==> config.mk <==
export PLATFORM = sky130hd
export DESIGN_NAME = wav_pcm_stream_parser_core
export DESIGN_NICKNAME = d
export VERILOG_FILES = /design/src/rtl/wavpcm_pkg.sv /design/src/rtl/wav_pcm_stream_parser_core.sv /design/src/rtl/wavpcm_front.sv /design/src/rtl/wavpcm_queue.sv /design/src/rtl/wavpcm_back.sv
export SDC_FILE = /design/constraint.sdc
export NUM_CORES = 1
export LEC_CHECK = 0
export BUFFER_PORTS_ARGS = -buffer_cell sky130_fd_sc_hd__buf_2
export CAP_MARGIN = 20
export CORE_AREA = 2 2 259 261
export CTS_CLUSTER_DIAMETER = 100
export DETAILED_ROUTE_END_ITERATION = 8
export DIE_AREA = 0 0 261 263
export GPL_TIMING_DRIVEN = 0
export SYNTH_ARGS = -nofsm -noshare
export SYNTH_HDL_FRONTEND = slang
export SYNTH_HIERARCHICAL = 1
export SYNTH_SLANG_ARGS = --single-unit
==> constraint.sdc <==
create_clock -name clock -period 13.4 [get_ports clock]
set_input_delay 2.68 -clock clock [delete_from_list [all_inputs] [get_ports clock]]
set_output_delay 2.68 -clock clock [all_outputs]
set_load 0.01 [all_outputs]
==> src/rtl/wavpcm_pkg.sv <==
// ----------------------------------------------------------------------------
// WAV PCM stream parser package
// Shared types and constants: result word layout, kind and status codes,
// parse phases, queue sizing and RIFF chunk tags.
// ----------------------------------------------------------------------------
`default_nettype none

package wavpcm_pkg;

   typedef enum logic [1:0] {
      KIND_HEADER = 2'd0,
      KIND_FRAME  = 2'd1,
      KIND_ERROR  = 2'd2,
      KIND_END    = 2'd3
   } kind_type;

   typedef enum logic [2:0] {
      ST_OK           = 3'd0,
      ST_NOT_RIFF     = 3'd1,
      ST_NOT_WAVE     = 3'd2,
      ST_MISSING      = 3'd3,
      ST_NOT_PCM      = 3'd4,
      ST_NOT_16BIT    = 3'd5,
      ST_BAD_CHANNELS = 3'd6
   } status_type;

   typedef enum logic [3:0] {
      PH_RIFF  = 4'd0,
      PH_RSIZE = 4'd1,
      PH_WAVE  = 4'd2,
      PH_ID    = 4'd3,
      PH_SIZE  = 4'd4,
      PH_FMT   = 4'd5,
      PH_SKIP  = 4'd6,
      PH_PAD   = 4'd7,
      PH_DATA  = 4'd8,
      PH_DONE  = 4'd9
   } phase_type;

   localparam logic [31:0] TAG_RIFF = 32'h5249_4646;
   localparam logic [31:0] TAG_WAVE = 32'h5741_5645;
   localparam logic [31:0] TAG_FMT  = 32'h666D_7420;
   localparam logic [31:0] TAG_DATA = 32'h6461_7461;

   localparam logic [31:0] FMT_MIN_LEN = 32'd16;
   localparam logic [15:0] FMT_PCM     = 16'd1;
   localparam logic [15:0] BITS_16     = 16'd16;

   localparam int QUEUE_DEPTH = 4;
   localparam int QUEUE_PTR_W = $clog2(QUEUE_DEPTH);

   typedef logic [QUEUE_PTR_W-1:0] qptr_type;
   typedef logic [QUEUE_PTR_W:0]   qcnt_type;

   typedef struct packed {
      kind_type           kind;
      status_type         status;
      logic [1:0]         channel_count;
      logic [31:0]        rate_hz;
      logic signed [15:0] left_sample;
      logic signed [15:0] right_sample;
      logic               last_result;
   } result_type;

   typedef struct packed {
      logic [1:0] count;
      result_type first;
      result_type second;
   } push_type;

endpackage

`default_nettype wire

==> src/rtl/wav_pcm_stream_parser_core.sv <==
// A result word is written to the 4-entry queue when its byte is accepted, then to
// the output register. Throughput: one byte per cycle while req_stall is low; one
// result word leaves per cycle unless rsp_stall; req_stall rises at 3 or more entries.
// Reset: synchronous, clears the parse state, the queue and the output valid flag;
// no clearing pass, bytes are taken in the first cycle after reset.
// ----------------------------------------------------------------------------
// WAV PCM stream parser core
// Byte-wide RIFF/WAVE parser emitting header, error, stereo frame and end
// words; front end parses, a queue decouples it from the output register.
// ----------------------------------------------------------------------------
`default_nettype none

module wav_pcm_stream_parser_core (
   input  wire logic               clock,
   input  wire logic               reset,
   input  wire logic               req_valid,
   output logic                    req_stall,
   input  wire logic [7:0]         req_file_byte,
   input  wire logic               req_end_of_file,
   output logic                    rsp_valid,
   input  wire logic               rsp_stall,
   output logic [1:0]              rsp_kind,
   output logic [2:0]              rsp_status,
   output logic [1:0]              rsp_channel_count,
   output logic [31:0]             rsp_rate_hz,
   output logic signed [15:0]      rsp_left_sample,
   output logic signed [15:0]      rsp_right_sample,
   output logic                    rsp_last_result
);

   logic                   accept;
   logic                   has_room;
   logic                   head_valid;
   logic                   pop;
   wavpcm_pkg::push_type   push;
   wavpcm_pkg::result_type head;
   wavpcm_pkg::result_type rsp_word;

   assign req_stall = !has_room;
   assign accept    = req_valid && !req_stall;

   wavpcm_front u_front (
      .clock       (clock),
      .reset       (reset),
      .accept      (accept),
      .file_byte   (req_file_byte),
      .end_of_file (req_end_of_file),
      .push        (push)
   );

   wavpcm_queue u_queue (
      .clock      (clock),
      .reset      (reset),
      .push       (push),
      .pop        (pop),
      .head       (head),
      .head_valid (head_valid),
      .has_room   (has_room)
   );

   wavpcm_back u_back (
      .clock      (clock),
      .reset      (reset),
      .head       (head),
      .head_valid (head_valid),
      .rsp_stall  (rsp_stall),
      .pop        (pop),
      .rsp_valid  (rsp_valid),
      .rsp_word   (rsp_word)
   );

   assign rsp_kind          = rsp_word.kind;
   assign rsp_status        = rsp_word.status;
   assign rsp_channel_count = rsp_word.channel_count;
   assign rsp_rate_hz       = rsp_word.rate_hz;
   assign rsp_left_sample   = rsp_word.left_sample;
   assign rsp_right_sample  = rsp_word.right_sample;
   assign rsp_last_result   = rsp_word.last_result;

   a_frame_ok: assert property (@(posedge clock) disable iff (reset)
      rsp_valid && rsp_kind == wavpcm_pkg::KIND_FRAME |-> rsp_status == wavpcm_pkg::ST_OK)
      else $error("frame word carries nonzero status");

   a_header_channels: assert property (@(posedge clock) disable iff (reset)
      rsp_valid && rsp_kind == wavpcm_pkg::KIND_HEADER |->
      (rsp_channel_count == 2'd1 || rsp_channel_count == 2'd2))
      else $error("header word with bad channel count");

   a_error_status: assert property (@(posedge clock) disable iff (reset)
      rsp_valid && rsp_kind == wavpcm_pkg::KIND_ERROR |-> rsp_status != wavpcm_pkg::ST_OK)
      else $error("error word without error status");

   a_idle_after_reset: assert property (@(posedge clock)
      $past(reset) |-> !rsp_valid)
      else $error("result word valid right after reset");

endmodule

`default_nettype wire

==> src/rtl/wavpcm_front.sv <==
// ----------------------------------------------------------------------------
// WAV PCM parser front end
// Consumes one file byte per accepted word, tracks the RIFF chunk walk and
// produces zero, one or two result words per byte for the queue.
// ----------------------------------------------------------------------------
`default_nettype none

module wavpcm_front (
   input  wire logic                 clock,
   input  wire logic                 reset,
   input  wire logic                 accept,
   input  wire logic [7:0]           file_byte,
   input  wire logic                 end_of_file,
   output wavpcm_pkg::push_type      push
);

   wavpcm_pkg::phase_type phase_ff, phase_in;
   logic [4:0]  byte_counter_ff, byte_counter_in;
   logic [31:0] tag_shift_ff, tag_shift_in;
   logic [31:0] chunk_length_ff, chunk_length_in;
   logic [15:0] audio_format_ff, audio_format_in;
   logic [15:0] stored_channels_ff, stored_channels_in;
   logic [31:0] stored_rate_ff, stored_rate_in;
   logic [15:0] stored_bits_ff, stored_bits_in;
   logic        format_seen_ff, format_seen_in;
   logic [31:0] data_remaining_ff, data_remaining_in;
   logic [23:0] frame_bytes_ff, frame_bytes_in;

   logic [4:0]  cnt_inc;
   logic [31:0] len_next;
   logic [31:0] cl_dec;
   logic [31:0] dr_dec;
   logic [31:0] frame_size;
   logic        main_v, end_v, eof_v;
   wavpcm_pkg::result_type main_res, end_res, eof_res;
   logic [1:0]  res_count;

   function automatic wavpcm_pkg::result_type make_result(
      input wavpcm_pkg::kind_type   kind,
      input wavpcm_pkg::status_type status,
      input logic [1:0]             ch,
      input logic [31:0]            rate,
      input logic [15:0]            l,
      input logic [15:0]            r);
      wavpcm_pkg::result_type res;
      res.kind          = kind;
      res.status        = status;
      res.channel_count = ch;
      res.rate_hz       = rate;
      res.left_sample   = l;
      res.right_sample  = r;
      res.last_result   = 1'b0;
      return res;
   endfunction

   assign cnt_inc    = byte_counter_ff + 5'd1;
   assign len_next   = {file_byte, chunk_length_ff[31:8]};
   assign cl_dec     = chunk_length_ff - 32'd1;
   assign dr_dec     = data_remaining_ff - 32'd1;
   assign frame_size = (stored_channels_ff == 16'd2) ? 32'd4 : 32'd2;

   always_comb begin
      phase_in           = phase_ff;
      byte_counter_in    = byte_counter_ff;
      tag_shift_in       = tag_shift_ff;
      chunk_length_in    = chunk_length_ff;
      audio_format_in    = audio_format_ff;
      stored_channels_in = stored_channels_ff;
      stored_rate_in     = stored_rate_ff;
      stored_bits_in     = stored_bits_ff;
      format_seen_in     = format_seen_ff;
      data_remaining_in  = data_remaining_ff;
      frame_bytes_in     = frame_bytes_ff;
      main_v   = 1'b0;
      end_v    = 1'b0;
      eof_v    = 1'b0;
      main_res = '0;
      end_res  = make_result(wavpcm_pkg::KIND_END, wavpcm_pkg::ST_OK, 2'd0, 32'd0,
                             16'd0, 16'd0);
      eof_res  = '0;

      if (accept) begin
         case (phase_ff)
            wavpcm_pkg::PH_RIFF, wavpcm_pkg::PH_WAVE, wavpcm_pkg::PH_ID: begin
               tag_shift_in    = {tag_shift_ff[23:0], file_byte};
               byte_counter_in = cnt_inc;
               if (cnt_inc >= 5'd4) begin
                  byte_counter_in = 5'd0;
                  if (phase_ff == wavpcm_pkg::PH_RIFF) begin
                     if (tag_shift_in == wavpcm_pkg::TAG_RIFF) begin
                        phase_in = wavpcm_pkg::PH_RSIZE;
                     end else begin
                        main_v   = 1'b1;
                        main_res = make_result(wavpcm_pkg::KIND_ERROR,
                                               wavpcm_pkg::ST_NOT_RIFF, 2'd0, 32'd0,
                                               16'd0, 16'd0);
                        phase_in = wavpcm_pkg::PH_DONE;
                     end
                  end else if (phase_ff == wavpcm_pkg::PH_WAVE) begin
                     if (tag_shift_in == wavpcm_pkg::TAG_WAVE) begin
                        phase_in = wavpcm_pkg::PH_ID;
                     end else begin
                        main_v   = 1'b1;
                        main_res = make_result(wavpcm_pkg::KIND_ERROR,
                                               wavpcm_pkg::ST_NOT_WAVE, 2'd0, 32'd0,
                                               16'd0, 16'd0);
                        phase_in = wavpcm_pkg::PH_DONE;
                     end
                  end else begin
                     chunk_length_in = 32'd0;
                     phase_in        = wavpcm_pkg::PH_SIZE;
                  end
               end
            end
            wavpcm_pkg::PH_RSIZE: begin
               byte_counter_in = cnt_inc;
               if (cnt_inc >= 5'd4) begin
                  byte_counter_in = 5'd0;
                  phase_in        = wavpcm_pkg::PH_WAVE;
               end
            end
            wavpcm_pkg::PH_SIZE: begin
               chunk_length_in = len_next;
               byte_counter_in = cnt_inc;
               if (cnt_inc >= 5'd4) begin
                  byte_counter_in = 5'd0;
                  tag_shift_in    = {31'd0, len_next[0]};
                  if (tag_shift_ff == wavpcm_pkg::TAG_FMT) begin
                     if (len_next < wavpcm_pkg::FMT_MIN_LEN) begin
                        main_v   = 1'b1;
                        main_res = make_result(wavpcm_pkg::KIND_ERROR,
                                               wavpcm_pkg::ST_MISSING, 2'd0, 32'd0,
                                               16'd0, 16'd0);
                        phase_in = wavpcm_pkg::PH_DONE;
                     end else begin
                        audio_format_in    = 16'd0;
                        stored_channels_in = 16'd0;
                        stored_rate_in     = 32'd0;
                        stored_bits_in     = 16'd0;
                        format_seen_in     = 1'b1;
                        phase_in           = wavpcm_pkg::PH_FMT;
                     end
                  end else if (tag_shift_ff == wavpcm_pkg::TAG_DATA) begin
                     main_v   = 1'b1;
                     phase_in = wavpcm_pkg::PH_DONE;
                     if (!format_seen_ff) begin
                        main_res = make_result(wavpcm_pkg::KIND_ERROR,
                                               wavpcm_pkg::ST_MISSING, 2'd0, 32'd0,
                                               16'd0, 16'd0);
                     end else if (audio_format_ff != wavpcm_pkg::FMT_PCM) begin
                        main_res = make_result(wavpcm_pkg::KIND_ERROR,
                                               wavpcm_pkg::ST_NOT_PCM, 2'd0, 32'd0,
                                               16'd0, 16'd0);
                     end else if (stored_bits_ff != wavpcm_pkg::BITS_16) begin
                        main_res = make_result(wavpcm_pkg::KIND_ERROR,
                                               wavpcm_pkg::ST_NOT_16BIT, 2'd0, 32'd0,
                                               16'd0, 16'd0);
                     end else if (stored_channels_ff != 16'd1 &&
                                  stored_channels_ff != 16'd2) begin
                        main_res = make_result(wavpcm_pkg::KIND_ERROR,
                                               wavpcm_pkg::ST_BAD_CHANNELS, 2'd0, 32'd0,
                                               16'd0, 16'd0);
                     end else begin
                        main_res = make_result(wavpcm_pkg::KIND_HEADER,
                                               wavpcm_pkg::ST_OK,
                                               stored_channels_ff[1:0], stored_rate_ff,
                                               16'd0, 16'd0);
                        data_remaining_in = len_next;
                        frame_bytes_in    = 24'd0;
                        if (len_next < frame_size) begin
                           end_v = 1'b1;
                        end else begin
                           phase_in = wavpcm_pkg::PH_DATA;
                        end
                     end
                  end else begin
                     phase_in = (len_next == 32'd0) ? wavpcm_pkg::PH_ID
                                                    : wavpcm_pkg::PH_SKIP;
                  end
               end
            end
            wavpcm_pkg::PH_FMT: begin
               case (byte_counter_ff)
                  5'd0:    audio_format_in[7:0]     = file_byte;
                  5'd1:    audio_format_in[15:8]    = file_byte;
                  5'd2:    stored_channels_in[7:0]  = file_byte;
                  5'd3:    stored_channels_in[15:8] = file_byte;
                  5'd4:    stored_rate_in[7:0]      = file_byte;
                  5'd5:    stored_rate_in[15:8]     = file_byte;
                  5'd6:    stored_rate_in[23:16]    = file_byte;
                  5'd7:    stored_rate_in[31:24]    = file_byte;
                  5'd14:   stored_bits_in[7:0]      = file_byte;
                  5'd15:   stored_bits_in[15:8]     = file_byte;
                  default: ;
               endcase
               if (byte_counter_ff < 5'd16) begin
                  byte_counter_in = cnt_inc;
               end
               chunk_length_in = cl_dec;
               if (cl_dec == 32'd0) begin
                  phase_in = tag_shift_ff[0] ? wavpcm_pkg::PH_PAD : wavpcm_pkg::PH_ID;
               end
            end
            wavpcm_pkg::PH_SKIP: begin
               chunk_length_in = cl_dec;
               if (cl_dec == 32'd0) begin
                  phase_in = tag_shift_ff[0] ? wavpcm_pkg::PH_PAD : wavpcm_pkg::PH_ID;
               end
            end
            wavpcm_pkg::PH_PAD: begin
               phase_in = wavpcm_pkg::PH_ID;
            end
            wavpcm_pkg::PH_DATA: begin
               byte_counter_in   = cnt_inc;
               data_remaining_in = dr_dec;
               if ({27'd0, cnt_inc} >= frame_size) begin
                  main_v = 1'b1;
                  if (frame_size == 32'd4) begin
                     main_res = make_result(wavpcm_pkg::KIND_FRAME, wavpcm_pkg::ST_OK,
                                            2'd0, 32'd0,
                                            {frame_bytes_ff[15:8], frame_bytes_ff[23:16]},
                                            {file_byte, frame_bytes_ff[7:0]});
                  end else begin
                     main_res = make_result(wavpcm_pkg::KIND_FRAME, wavpcm_pkg::ST_OK,
                                            2'd0, 32'd0,
                                            {file_byte, frame_bytes_ff[7:0]},
                                            {file_byte, frame_bytes_ff[7:0]});
                  end
                  byte_counter_in = 5'd0;
                  frame_bytes_in  = 24'd0;
                  if (dr_dec < frame_size) begin
                     end_v    = 1'b1;
                     phase_in = wavpcm_pkg::PH_DONE;
                  end
               end else begin
                  frame_bytes_in = {frame_bytes_ff[15:0], file_byte};
               end
            end
            default: ;
         endcase

         if (end_of_file) begin
            if (phase_in == wavpcm_pkg::PH_DATA) begin
               eof_v   = 1'b1;
               eof_res = make_result(wavpcm_pkg::KIND_END, wavpcm_pkg::ST_OK, 2'd0,
                                     32'd0, 16'd0, 16'd0);
            end else if (phase_in != wavpcm_pkg::PH_DONE) begin
               eof_v   = 1'b1;
               eof_res = make_result(wavpcm_pkg::KIND_ERROR, wavpcm_pkg::ST_MISSING,
                                     2'd0, 32'd0, 16'd0, 16'd0);
            end
            phase_in           = wavpcm_pkg::PH_RIFF;
            byte_counter_in    = 5'd0;
            tag_shift_in       = 32'd0;
            chunk_length_in    = 32'd0;
            audio_format_in    = 16'd0;
            stored_channels_in = 16'd0;
            stored_rate_in     = 32'd0;
            stored_bits_in     = 16'd0;
            format_seen_in     = 1'b0;
            data_remaining_in  = 32'd0;
            frame_bytes_in     = 24'd0;
         end
      end

      res_count = 2'(main_v) + 2'(end_v) + 2'(eof_v);
      push.count  = res_count;
      push.first  = main_v ? main_res : (end_v ? end_res : eof_res);
      push.second = end_v ? end_res : eof_res;
      if (res_count == 2'd1) begin
         push.first.last_result = 1'b1;
      end
      if (res_count == 2'd2) begin
         push.second.last_result = 1'b1;
      end
   end

   always_ff @(posedge clock) begin
      if (reset) begin
         phase_ff           <= wavpcm_pkg::PH_RIFF;
         byte_counter_ff    <= 5'd0;
         tag_shift_ff       <= 32'd0;
         chunk_length_ff    <= 32'd0;
         audio_format_ff    <= 16'd0;
         stored_channels_ff <= 16'd0;
         stored_rate_ff     <= 32'd0;
         stored_bits_ff     <= 16'd0;
         format_seen_ff     <= 1'b0;
         data_remaining_ff  <= 32'd0;
         frame_bytes_ff     <= 24'd0;
      end else begin
         phase_ff           <= phase_in;
         byte_counter_ff    <= byte_counter_in;
         tag_shift_ff       <= tag_shift_in;
         chunk_length_ff    <= chunk_length_in;
         audio_format_ff    <= audio_format_in;
         stored_channels_ff <= stored_channels_in;
         stored_rate_ff     <= stored_rate_in;
         stored_bits_ff     <= stored_bits_in;
         format_seen_ff     <= format_seen_in;
         data_remaining_ff  <= data_remaining_in;
         frame_bytes_ff     <= frame_bytes_in;
      end
   end

endmodule

`default_nettype wire

==> src/rtl/wavpcm_queue.sv <==
// ----------------------------------------------------------------------------
// WAV PCM parser result queue
// Small FIFO between front and back end; takes up to two result words per
// cycle and hands out one.
// ----------------------------------------------------------------------------
`default_nettype none

module wavpcm_queue (
   input  wire logic                   clock,
   input  wire logic                   reset,
   input  wire wavpcm_pkg::push_type   push,
   input  wire logic                   pop,
   output wavpcm_pkg::result_type      head,
   output logic                        head_valid,
   output logic                        has_room
);

   wavpcm_pkg::result_type entry_ff [wavpcm_pkg::QUEUE_DEPTH];
   wavpcm_pkg::qptr_type   wr_ptr_ff, wr_ptr_in;
   wavpcm_pkg::qptr_type   rd_ptr_ff, rd_ptr_in;
   wavpcm_pkg::qcnt_type   count_ff, count_in;
   wavpcm_pkg::qptr_type   wr_ptr_next;

   assign wr_ptr_next = wr_ptr_ff + wavpcm_pkg::qptr_type'(1);
   assign head        = entry_ff[rd_ptr_ff];
   assign head_valid  = (count_ff != '0);
   assign has_room    = (count_ff <= wavpcm_pkg::qcnt_type'(wavpcm_pkg::QUEUE_DEPTH - 2));

   always_comb begin
      wr_ptr_in = wr_ptr_ff + wavpcm_pkg::qptr_type'(push.count);
      rd_ptr_in = pop ? rd_ptr_ff + wavpcm_pkg::qptr_type'(1) : rd_ptr_ff;
      count_in  = count_ff + wavpcm_pkg::qcnt_type'(push.count)
                  - wavpcm_pkg::qcnt_type'(pop);
   end

   always_ff @(posedge clock) begin
      if (push.count != 2'd0) begin
         entry_ff[wr_ptr_ff] <= push.first;
      end
      if (push.count == 2'd2) begin
         entry_ff[wr_ptr_next] <= push.second;
      end
   end

   always_ff @(posedge clock) begin
      if (reset) begin
         wr_ptr_ff <= '0;
         rd_ptr_ff <= '0;
         count_ff  <= '0;
      end else begin
         wr_ptr_ff <= wr_ptr_in;
         rd_ptr_ff <= rd_ptr_in;
         count_ff  <= count_in;
      end
   end

endmodule

`default_nettype wire

==> src/rtl/wavpcm_back.sv <==
// ----------------------------------------------------------------------------
// WAV PCM parser back end
// Output register for the result channel; pulls the next word from the
// queue whenever the register is empty or being taken.
// ----------------------------------------------------------------------------
`default_nettype none

module wavpcm_back (
   input  wire logic                     clock,
   input  wire logic                     reset,
   input  wire wavpcm_pkg::result_type   head,
   input  wire logic                     head_valid,
   input  wire logic                     rsp_stall,
   output logic                          pop,
   output logic                          rsp_valid,
   output wavpcm_pkg::result_type        rsp_word
);

   logic                   rsp_valid_ff, rsp_valid_in;
   wavpcm_pkg::result_type rsp_word_ff;

   assign pop          = head_valid && (!rsp_valid_ff || !rsp_stall);
   assign rsp_valid_in = pop || (rsp_valid_ff && rsp_stall);
   assign rsp_valid    = rsp_valid_ff;
   assign rsp_word     = rsp_word_ff;

   always_ff @(posedge clock) begin
      if (reset) begin
         rsp_valid_ff <= 1'b0;
      end else begin
         rsp_valid_ff <= rsp_valid_in;
      end
   end

   always_ff @(posedge clock) begin
      if (pop) begin
         rsp_word_ff <= head;
      end
   end

endmodule

`default_nettype wire
==> results.sh, run 1 <==
export IMPL_outcome="finished clean"
export IMPL_crit_cells=17
export IMPL_worstPathCellList="buf_2 -> nor4_1 -> nand2_1 -> nor4_1 -> nand3_1 -> or3_1 -> a21oi_2 -> inv_1 -> fa_1 -> inv_1 -> nand4b_1 -> buf_2 -> buf_2 -> o21ai_4 -> buf_12 -> buf_12 -> buf_16"
export IMPL_finalCritPeriodShare=0.581
export IMPL_drc=0
export IMPL_wl_mm=82.0
export IMPL_fill_cells=5757
export IMPL_relSlewSlack=0.270
export IMPL_synth_most_common_cell="edfxtp_1"
export IMPL_numPortBuffers=81
export IMPL_hpwl_mm=56.4
export IMPL_clockBufferDepth=3
export IMPL_clkSinkCount=580
export IMPL_via_per_inst=5.68
export IMPL_ys_warn_count=6
export IMPL_critPathRequiredTime_ns=13.74
export IMPL_coreArea_um2=65600
export IMPL_cts_root_buffer="clkbuf_16"
export IMPL_max_stage_delay_ns=0.86
export IMPL_yosysSeqAreaShare=0.519
export IMPL_ios=87
export IMPL_crit_buf_inv=8
export IMPL_clkLatencyLatePin_ns=0.61
export IMPL_post_cts_buffers=0
export IMPL_regToRegEndpoint="u_queue/entry_ff[0][16]"
export IMPL_grt_pass1_wl_mm=126
export IMPL_cts_buffers=67
export IMPL_die_w_um=261
export IMPL_hold_class="reg2reg"
export IMPL_r2r_setup_slack_ns=6.35
export IMPL_grt_setup_unrepaired="no"
export IMPL_startpoint="req_file_byte[3]"
export IMPL_yosysTopAreaCell="edfxtp_1"
export IMPL_grt_max_degree=30
export IMPL_fin_crit_ns=7.79
export IMPL_ys_top_cells_by_area="edfxtp_1 37%, dfxtp_1 15%, mux2_2 11%, mux4_2 5.5%, nor2_1 3.0%"
export IMPL_htree_levels=3
export IMPL_synth_top_area_frac=0.369
export IMPL_synth_edff_count=360
export IMPL_cp_common_cell="buf_2"
export IMPL_start_util=0.447
export IMPL_slowest_stage="nor4_1"
export IMPL_postCtsHoldBufs=0
export IMPL_rows=94
export IMPL_n_antenna_cell=0
export IMPL_worst_setup_path_type="in2reg"
export IMPL_synth_area_um2=29300
export IMPL_cts_resized=0
export IMPL_skew_ns=0.0305
export IMPL_whs_ns=0.454
export IMPL_regArea_um2=15200
export IMPL_fin_ws_ns=5.61
export IMPL_die_y_um=263
export IMPL_r2r_start="u_front/stored_channels_ff[3]"
export IMPL_tightest_slew_ns=1.08
export IMPL_synthFlopType="edfxtp_1"
export IMPL_antenna_found_initial=2
export IMPL_p_leak_nw=12.9
export IMPL_peakVddDrop_uv=83.4
export IMPL_power_density_nw_per_um2=148
export IMPL_endpoint="u_queue/entry_ff[0][16]"
export IMPL_grt_ovfl_total=0
export IMPL_cts_tree="done"
export IMPL_die_area_um2=68600
export IMPL_drive_gt1_frac=0.274
export IMPL_path_max_fanout=23
export IMPL_gp_congestion=0.940
export IMPL_syn_instance_count=2472
export IMPL_ys_async_sr_fraction=0
export IMPL_timing_final_hold_violations=0
export IMPL_arrival_ns=8.13
export IMPL_drt_first_pass_iters=5
export IMPL_path_delay_family="simple AND/OR/NAND/NOR gates"
export IMPL_maxCapViolations=0
export IMPL_cts_clk_slew_worst_paths_ns=0.06
export IMPL_cp_start_kind="primary input"
export IMPL_finish_net_count=2734
export IMPL_grt_usage=0.239
export IMPL_grt_pass1_vias=20800
export IMPL_multiInputGateArea_um2=12800
export IMPL_dpl_instance_area_um2=31400
export IMPL_syn2layout_area_growth_pct=14.4
export IMPL_fmax_ghz=0.128
export IMPL_setup_viol=0
export IMPL_ys_ff_latch=580
export IMPL_vias=20600
export IMPL_synth_common_cells="360 x edfxtp_1, 288 x mux2_2, 237 x nor2_1"
export IMPL_drt_iter0_drc=1650
export IMPL_postLayoutCoreUtil=0.511
export IMPL_synth_distinct_cells=102
export IMPL_avgSynthCellArea_um2=11.9
export IMPL_cp_end_kind="flop"
export IMPL_wl_per_cell_um=22.7
export IMPL_antenna_left=0
export IMPL_setup_tns_final_ns=0
export IMPL_pre_cts_slack_ns=5.12
export IMPL_worst_r2r_path_depth=21
export IMPL_drv_slew=0
export IMPL_design_area_um2=33600
-- routing by layer --
metal  share of wire  global-route usage  vias to the layer above
li1                -                   -                     9584
met1            0.43               0.322                    10200
met2            0.48               0.391                      670
met3           0.061              0.0366                      131
met4           0.030              0.0880                        2
met5         0.00015                   0                        -
-- cell families after synthesis --
group                      count (synthesis)  share of synthesized area
buffers and inverters                    276                     0.0550
AOI/OAI and AO/OA                        343                     0.0760
DFF                                      580                      0.519
and+or+nand+nor                          766                      0.133
other                                      1                   0.000128
xor gates and xnor gates                  44                     0.0141
adders and majority gates                 18                    0.00819
muxes                                    444                      0.195
-- registers in the layout, indices dropped and copies added, names as in the netlist, 5 cells and up, named ones only --
register	count
u_back/rsp_word	72
u_front/frame_bytes_ff	24
u_front/tag_shift_ff	32
u_queue/entry_ff	288
u_front/audio_format_ff	16
u_front/stored_bits_ff	16
u_front/chunk_length_ff	32
u_front/byte_counter_ff	5
u_front/stored_channels_ff	16
u_front/stored_rate_ff	32
u_front/data_remaining_ff	32
-- report_power, final --
group | switching (mW) | internal [mW] | leakage (nW)
clock | 0.741 | 1.05 | 1.04
sequential | 0.0482 | 2.12 | 5.27
combinational | 0.595 | 0.408 | 6.56
total | 1.38 | 3.58 | 12.9
-- how the worst min path moves through the flow --
stage,start,to,slack [ns],cells after the start
after floorplan,u_front/tag_shift_ff[29],u_front/tag_shift_ff[29],0.43,2
after global placement,u_front/tag_shift_ff[29],u_front/tag_shift_ff[29],0.44,2
after detailed placement,u_front/frame_bytes_ff[22],u_front/frame_bytes_ff[22],0.44,2
after CTS,u_front/frame_bytes_ff[22],u_front/frame_bytes_ff[22],0.45,2
after global routing,u_front/frame_bytes_ff[22],u_front/frame_bytes_ff[22],0.46,2
final,u_front/tag_shift_ff[28],u_front/tag_shift_ff[28],0.45,2
-- final cells by class --
type / instances / share of cell area
inverters: 27 / 0.00302
flip-flops and latches: 580 / 0.453
plain buffers: 249 / 0.0451
well taps: 864 / 0.0322
clock inverters: 29 / 0.00850
clock buffers: 93 / 0.0553
multi-input cells: 1682 / 0.381
repair buffers: 96 / 0.0212
-- layout by cell type, fill, tap and decap left out, types with 45 or more instances in the layout --
| cell type | n |
|---|---|
| clkbuf_16 | 69 |
| clkbuf_1 | 124 |
| edfxtp_1 | 360 |
| dfxtp_1 | 220 |
| a21oi_1 | 144 |
| o21ai_0 | 45 |
| buf_2 | 115 |
| mux2i_1 | 84 |
| nor3_1 | 60 |
| mux2_2 | 288 |
| buf_4 | 74 |
| nor2_1 | 235 |
| nand3_1 | 82 |
| mux4_2 | 72 |
| nand2_1 | 157 |
| conb_1 | 67 |
-- worst register-to-register path: cells and delay by family, from the launching register on --
family          cells  cell delay (ns)
flops               1             0.31
buf+inv             6             1.77
fa+ha+maj           2             0.97
simple gates        9             2.09
compound gates      4             1.63
-- through the flow --
stage / std cells / power, mW
final: 3620 / 4.97
after global routing: 3620 / 5.18
after CTS: 3620 / 5.02
after detailed placement: 3498 / 3.22
after global placement: 3483 / 3.22
after floorplan: 2538 / 2.87
Note: power is estimated with default switching activity, not from simulation.
==> inputs of run 2 (changes only) <==
==> constraint.sdc (replaced) <==
create_clock -name clock -period 7.6 [get_ports clock]
set_input_delay 1.52 -clock clock [delete_from_list [all_inputs] [get_ports clock]]
set_output_delay 1.52 -clock clock [all_outputs]
set_load 0.01 [all_outputs]
==> run 2 against run 1 <==
  * Sequential cell count unchanged
  * Via count increased by 1.0%
  * Clock skew is 0.0033 ns lower
  * Critical path depth increased by 2
==> results.sh, run 2 (same netlist as run 1, synthesis figures left out) <==
export IMPL_wl_per_cell_um=23.0
export IMPL_arrival_ns=7.05
export IMPL_largest_reg_flops=288
export IMPL_worst_r2r_path_depth=19
export IMPL_tightest_slew_ns=1.10
export IMPL_regToRegEndpoint="u_queue/entry_ff[0][15]"
export IMPL_fill_cells=5809
export IMPL_holdPathStages=2
export IMPL_grt_usage=0.242
export IMPL_path_max_fanout=18
export IMPL_cts_root_buffer="clkbuf_16"
export IMPL_clockBufferDepth=3
export IMPL_whs_ns=0.452
export IMPL_cts_clk_slew_worst_paths_ns=0.06
export IMPL_power_density_nw_per_um2=265
export IMPL_grt_setup_unrepaired="no"
export IMPL_relSlewSlack=0.268
export IMPL_wl_mm=83.3
export IMPL_drt_iter0_drc=1709
export IMPL_dp_cells=3497
export IMPL_finish_net_count=2732
export IMPL_grt_max_degree=28
export IMPL_final_common_cell="edfxtp_1"
export IMPL_fmax_ghz=0.149
export IMPL_clkLatencyLatePin_ns=0.61
export IMPL_grt_pass1_vias=21100
export IMPL_finalCritPeriodShare=0.882
export IMPL_drv_slew=0
export IMPL_final_cell_mix="360 x edfxtp_1, 288 x mux2_2, 235 x nor2_1"
export IMPL_skew_ns=0.0272
export IMPL_post_cts_buffers=0
export IMPL_vias=20800
export IMPL_postCtsHoldBufs=0
export IMPL_via_per_inst=5.74
export IMPL_antenna_left=0
export IMPL_drc=0
export IMPL_hpwl_mm=57.3
export IMPL_cts_resized=0
export IMPL_syn2layout_area_growth_pct=14.9
export IMPL_instances_no_fill=3621
export IMPL_setup_viol=0
export IMPL_fin_crit_ns=6.70
export IMPL_coreArea_um2=65600
export IMPL_grt_pass1_wl_mm=127
export IMPL_die_y_um=263
export IMPL_timing_final_hold_violations=0
export IMPL_cp_end_kind="flop"
export IMPL_start_util=0.447
export IMPL_cts_buffers=66
export IMPL_critPathRequiredTime_ns=7.94
export IMPL_hold_class="reg2reg"
export IMPL_cts_tree="done"
export IMPL_rows=94
export IMPL_hp_start="u_front/tag_shift_ff[30]"
export IMPL_p_leak_nw=12.9
export IMPL_clkSinkCount=580
export IMPL_numPortBuffers=81
export IMPL_drive_gt1_frac=0.275
export IMPL_cp_start_kind="flop"
export IMPL_regMostFlops="u_queue/entry_ff"
export IMPL_outcome="finished clean"
export IMPL_r2r_start="u_front/chunk_length_ff[0]"
export IMPL_maxCapViolations=0
export IMPL_ios=87
export IMPL_antenna_found_initial=3
export IMPL_die_area_um2=68600
export IMPL_htree_levels=3
export IMPL_grt_ovfl_total=0
export IMPL_worst_setup_path_type="reg2reg"
export IMPL_die_w_um=261
export IMPL_postLayoutCoreUtil=0.513
export IMPL_worstHoldEndpoint="u_front/tag_shift_ff[30]"
export IMPL_peakVddDrop_uv=145
export IMPL_r2r_setup_slack_ns=0.90
export IMPL_drt_first_pass_iters=5
export IMPL_gp_congestion=0.905
## run 2: changes by cell type in the layout (fill, tap and decap cells not counted), moves of 2 or more
cell / previous run / this run
buf_12: 19 / 17
clkbuf_8: 4 / 9
diode_2: 0 / 2
clkinv_2: 8 / 11
clkbuf_1: 124 / 119
bufinv_16: 4 / 8
clkinv_4: 2 / 0
clkinvlp_4: 4 / 0
buf_16: 2 / 4
## run 2: metal layers
layer,GRT usage,part of all wire,vias to the layer above
met5,0,0,-
met4,0.0895,0.030,0
met3,0.0312,0.051,150
met2,0.405,0.49,631
met1,0.321,0.43,10400
li1,-,-,9588
## run 2: worst max-delay path, cell delays in order, from the launching register on
cell and delay, ns:
dfxtp_1 0.31, clkbuf_1 0.26, inv_1 0.18, ha_1 0.34, nor3b_1 0.57, nand4_2 0.39
nor4_1 0.38, a311oi_1 0.17, nor4_2 0.58, nand3_2 0.18, o31ai_4 0.34, a31o_2 0.26
fa_1 0.44, inv_1 0.31, nand4b_1 0.17, buf_2 0.38, buf_2 0.39, o21ai_4 0.30
buf_12 0.26, buf_16 0.18
## run 2: cell type report
cell class / count / area (um^2) / area share
Antenna cell: 2 / 5.00 / 0.000149
Buffer: 249 / 1510 / 0.0449
Clock buffer: 92 / 1880 / 0.0558
Clock inverter: 30 / 383 / 0.0114
Inverter: 27 / 101 / 0.00301
Multi-Input combinational cell: 1682 / 12800 / 0.380
Sequential cell: 580 / 15200 / 0.451
Tap cell: 864 / 1080 / 0.0321
Timing Repair Buffer: 95 / 716 / 0.0212
## run 2: how the worst max path moves through the flow
stage / from / end / slack [ns]
floorplan: req_file_byte[3] / u_queue/entry_ff[1][0] / 0.02
global placement: req_file_byte[2] / u_queue/entry_ff[3][15] / -4.11
detailed placement: req_file_byte[2] / u_queue/entry_ff[0][15] / 0.76
CTS: u_front/chunk_length_ff[0] / u_queue/entry_ff[0][15] / 1.09
global route: u_front/stored_channels_ff[13] / u_queue/entry_ff[0][20] / 0.68
finish: u_front/chunk_length_ff[0] / u_queue/entry_ff[0][15] / 0.90
## run 2: per-stage QoR
step                      setup WS [ns]  total power, mW  area [um^2]  setup TNS (ns)
after global routing              0.680             9.30        33700               0
after global placement            -4.11             5.67        31100         -844.03
after CTS                          1.09             9.03        33700               0
after floorplan                  0.0238             5.05        29600               0
after detailed placement          0.760             5.70        31400               0
final                             0.896             8.93        33700               0
## run 2: where the power goes
group          total [mW]  switching [mW]  internal, mW  leakage [nW]
Combinational        1.76            1.04         0.720          6.56
Clock                3.32            1.31          2.01          1.12
Sequential           3.84          0.0988          3.74          5.27
==> inputs of run 3 (changes only) <==
--- a/config.mk
+++ b/config.mk
@@ -7,12 +7,11 @@
 export LEC_CHECK = 0
 export BUFFER_PORTS_ARGS = -buffer_cell sky130_fd_sc_hd__buf_2
 export CAP_MARGIN = 20
-export CORE_AREA = 2 2 259 261
+export CORE_AREA = 2 2 240 242
 export CTS_CLUSTER_DIAMETER = 100
 export DETAILED_ROUTE_END_ITERATION = 8
-export DIE_AREA = 0 0 261 263
+export DIE_AREA = 0 0 242 244
 export GPL_TIMING_DRIVEN = 0
 export SYNTH_ARGS = -nofsm -noshare
 export SYNTH_HDL_FRONTEND = slang
-export SYNTH_HIERARCHICAL = 1
 export SYNTH_SLANG_ARGS = --single-unit
==> run 3 against run 2 <==
  * Sequential power decreased by 10%
  * Critical path depth is 1 higher
  * Sequential cell count fell by 2
  * Synthesized cell count is 0.44% lower
==> results.sh, run 3 <==
export IMPL_yosysSeqAreaShare=0.498
export IMPL_setup_tns_final_ns=0
export IMPL_finish_net_count=2642
export IMPL_r2r_start="u_front.chunk_length_ff[0]"
export IMPL_grt_pass1_vias=20200
export IMPL_die_y_um=244
export IMPL_pre_cts_slack_ns=-0.229
export IMPL_clkLatencyLatePin_ns=0.65
export IMPL_hold_class="reg2reg"
export IMPL_fin_crit_ns=7.31
export IMPL_ys_warn_count=0
export IMPL_grt_pass1_wl_mm=122
export IMPL_avgSynthCellArea_um2=10.2
export IMPL_yosysTopAreaCell="dfxtp_1"
export IMPL_p_leak_nw=10.6
export IMPL_syn_instance_count=2461
export IMPL_grt_setup_unrepaired="no"
export IMPL_largest_reg_flops=288
export IMPL_numPortBuffers=84
export IMPL_drt_iter0_drc=1931
export IMPL_antenna_found_initial=2
export IMPL_coreArea_um2=56200
export IMPL_regToRegEndpoint="u_queue.entry_ff[1][68]"
export IMPL_tightest_slew_ns=1.13
export IMPL_gp_congestion=0.971
export IMPL_worstPathCellList="buf_6 -> inv_1 -> ha_1 -> buf_2 -> or4b_2 -> clkbuf_1 -> or4_1 -> buf_2 -> o31ai_1 -> o211ai_1 -> nor4_4 -> a21oi_2 -> nor3_2 -> a21oi_1 -> fa_1 -> nor2_1 -> and2b_2 -> nor2_1 -> clkbuf_1 -> inv_1"
export IMPL_synth_common_cells="486 x dfxtp_1, 270 x a22o_1, 263 x nor2_1"
export IMPL_final_cell_mix="486 x dfxtp_1, 270 x a22o_1, 262 x nor2_1"
export IMPL_slowest_stage="nor2_1"
export IMPL_final_common_cell="dfxtp_1"
export IMPL_synth_area_um2=25100
export IMPL_ys_top_cells_by_area="dfxtp_1 39%, edfxtp_1 11%, a22o_1 9.4%, mux4_2 6.5%, nor2_1 3.9%"
export IMPL_whs_ns=0.449
export IMPL_setup_viol=0
export IMPL_timing_final_hold_violations=0
export IMPL_hp_start="u_front.tag_shift_ff[30]"
export IMPL_crit_cells=20
export IMPL_postCtsHoldBufs=0
export IMPL_grt_max_degree=28
export IMPL_startpoint="u_front.chunk_length_ff[0]"
export IMPL_die_w_um=242
export IMPL_htree_levels=2
export IMPL_synth_edff_count=92
export IMPL_rows=87
export IMPL_grt_ovfl_total=0
export IMPL_crit_buf_inv=7
export IMPL_ios=87
export IMPL_die_area_um2=59000
export IMPL_arrival_ns=7.65
export IMPL_synth_most_common_cell="dfxtp_1"
export IMPL_p_total_mw=8.00
export IMPL_cts_buffers=60
export IMPL_start_util=0.447
export IMPL_synth_nets=2492
export IMPL_drt_first_pass_iters=6
export IMPL_fin_ws_ns=0.294
export IMPL_cts_clk_slew_worst_paths_ns=0.06
export IMPL_dp_cells=3304
export IMPL_peakVddDrop_uv=212
export IMPL_instances_no_fill=3419
export IMPL_cts_tree="done"
export IMPL_maxCapViolations=0
export IMPL_wl_mm=79.2
export IMPL_via_per_inst=6.08
export IMPL_cts_root_buffer="clkbuf_16"
export IMPL_antenna_left=0
export IMPL_drv_slew=0
export IMPL_drc=0
export IMPL_endpoint="u_queue.entry_ff[1][68]"
export IMPL_design_area_um2=28700
export IMPL_path_max_fanout=10
export IMPL_ys_ff_latch=578
export IMPL_grt_usage=0.262
export IMPL_clkSinkCount=578
export IMPL_postLayoutCoreUtil=0.511
export IMPL_max_stage_delay_ns=0.69
export IMPL_outcome="finished clean"
export IMPL_power_density_nw_per_um2=279
export IMPL_regMostFlops="u_queue.entry_ff"
export IMPL_path_delay_family="simple AND/OR/NAND/NOR gates"
export IMPL_wl_per_cell_um=23.2
export IMPL_cp_end_kind="flop"
export IMPL_synth_distinct_cells=88
export IMPL_dpl_instance_area_um2=26500
export IMPL_relSlewSlack=0.242
export IMPL_r2r_setup_slack_ns=0.29
export IMPL_synth_top_area_frac=0.388
export IMPL_finalCritPeriodShare=0.961
export IMPL_critPathRequiredTime_ns=7.94
export IMPL_syn2layout_area_growth_pct=14.4
export IMPL_drive_gt1_frac=0.127
export IMPL_synthFlopType="dfxtp_1"
export IMPL_skew_ns=0.0323
export IMPL_clockBufferDepth=3
export IMPL_worst_r2r_path_depth=20
export IMPL_hpwl_mm=54.7
export IMPL_cp_start_kind="flop"
export IMPL_fmax_ghz=0.137
export IMPL_worst_setup_path_type="reg2reg"
export IMPL_ys_async_sr_fraction=0
export IMPL_vias=20800
==> run 3: area by class of cell <==
class | count | area (um^2)
buffer | 215 | 960
multi-input combinational | 1634 | 11500
inverter | 34 | 128
tap | 756 | 946
sequential | 578 | 12500
fill | 5105 | 27500
antenna | 1 | 2.50
timing repair buffer | 88 | 473
clock buffer | 78 | 1690
clock inverter | 35 | 475
==> run 3: worst min path at each step <==
stage	endpoint	cells after the start
after floorplan	u_queue.entry_ff[2][69]	2
after global placement	u_queue.entry_ff[1][69]	2
after detailed placement	u_front.tag_shift_ff[30]	2
after CTS	u_front.tag_shift_ff[30]	2
after global routing	u_front.tag_shift_ff[30]	2
final	u_front.tag_shift_ff[30]	2
==> run 3: cell families (layout without fill, tap and decap cells) <==
group,Yosys count,in the layout,synth area share
adders and majority gates,18,18,0.00957
muxes,157,157,0.0985
AOI/OAI and AO/OA,657,657,0.190
other,0,1,0
buffers and inverters,249,450,0.0433
DFF,578,578,0.498
and+or+nand+nor,766,766,0.149
xor gates and xnor gates,36,36,0.0126
==> run 3: repair_timing <==
action	4_1_cts	5_1_grt
buffers inserted	1	0
resized for setup	0	3
endpoints found under the setup margin	25	15
pin swaps	1	0
==> run 3: tightest hold or removal path, delay by kind of cell, from the launching register on <==
family,cells,cell delay (ns)
AOI/OAI and AO/OA,1,0.05
and+or+nand+nor,1,0.05
DFF,1,0.30
==> run 3: per-layer routing <==
layer | GRT usage | share of wire | wire length (um) | up-vias
met5 | 0 | 0 | 0 | -
met4 | 0.106 | 0.039 | 3110 | 0
met3 | 0.0382 | 0.068 | 5370 | 192
met2 | 0.419 | 0.46 | 36300 | 853
met1 | 0.359 | 0.43 | 34400 | 10300
li1 | - | - | - | 9449
==> run 3: power breakdown <==
part / switching (mW) / leakage, nW / internal [mW] / total (mW)
logic: 0.912 / 4.68 / 0.464 / 1.38
clock network: 1.30 / 1.06 / 1.89 / 3.18
registers: 0.0729 / 4.85 / 3.37 / 3.44
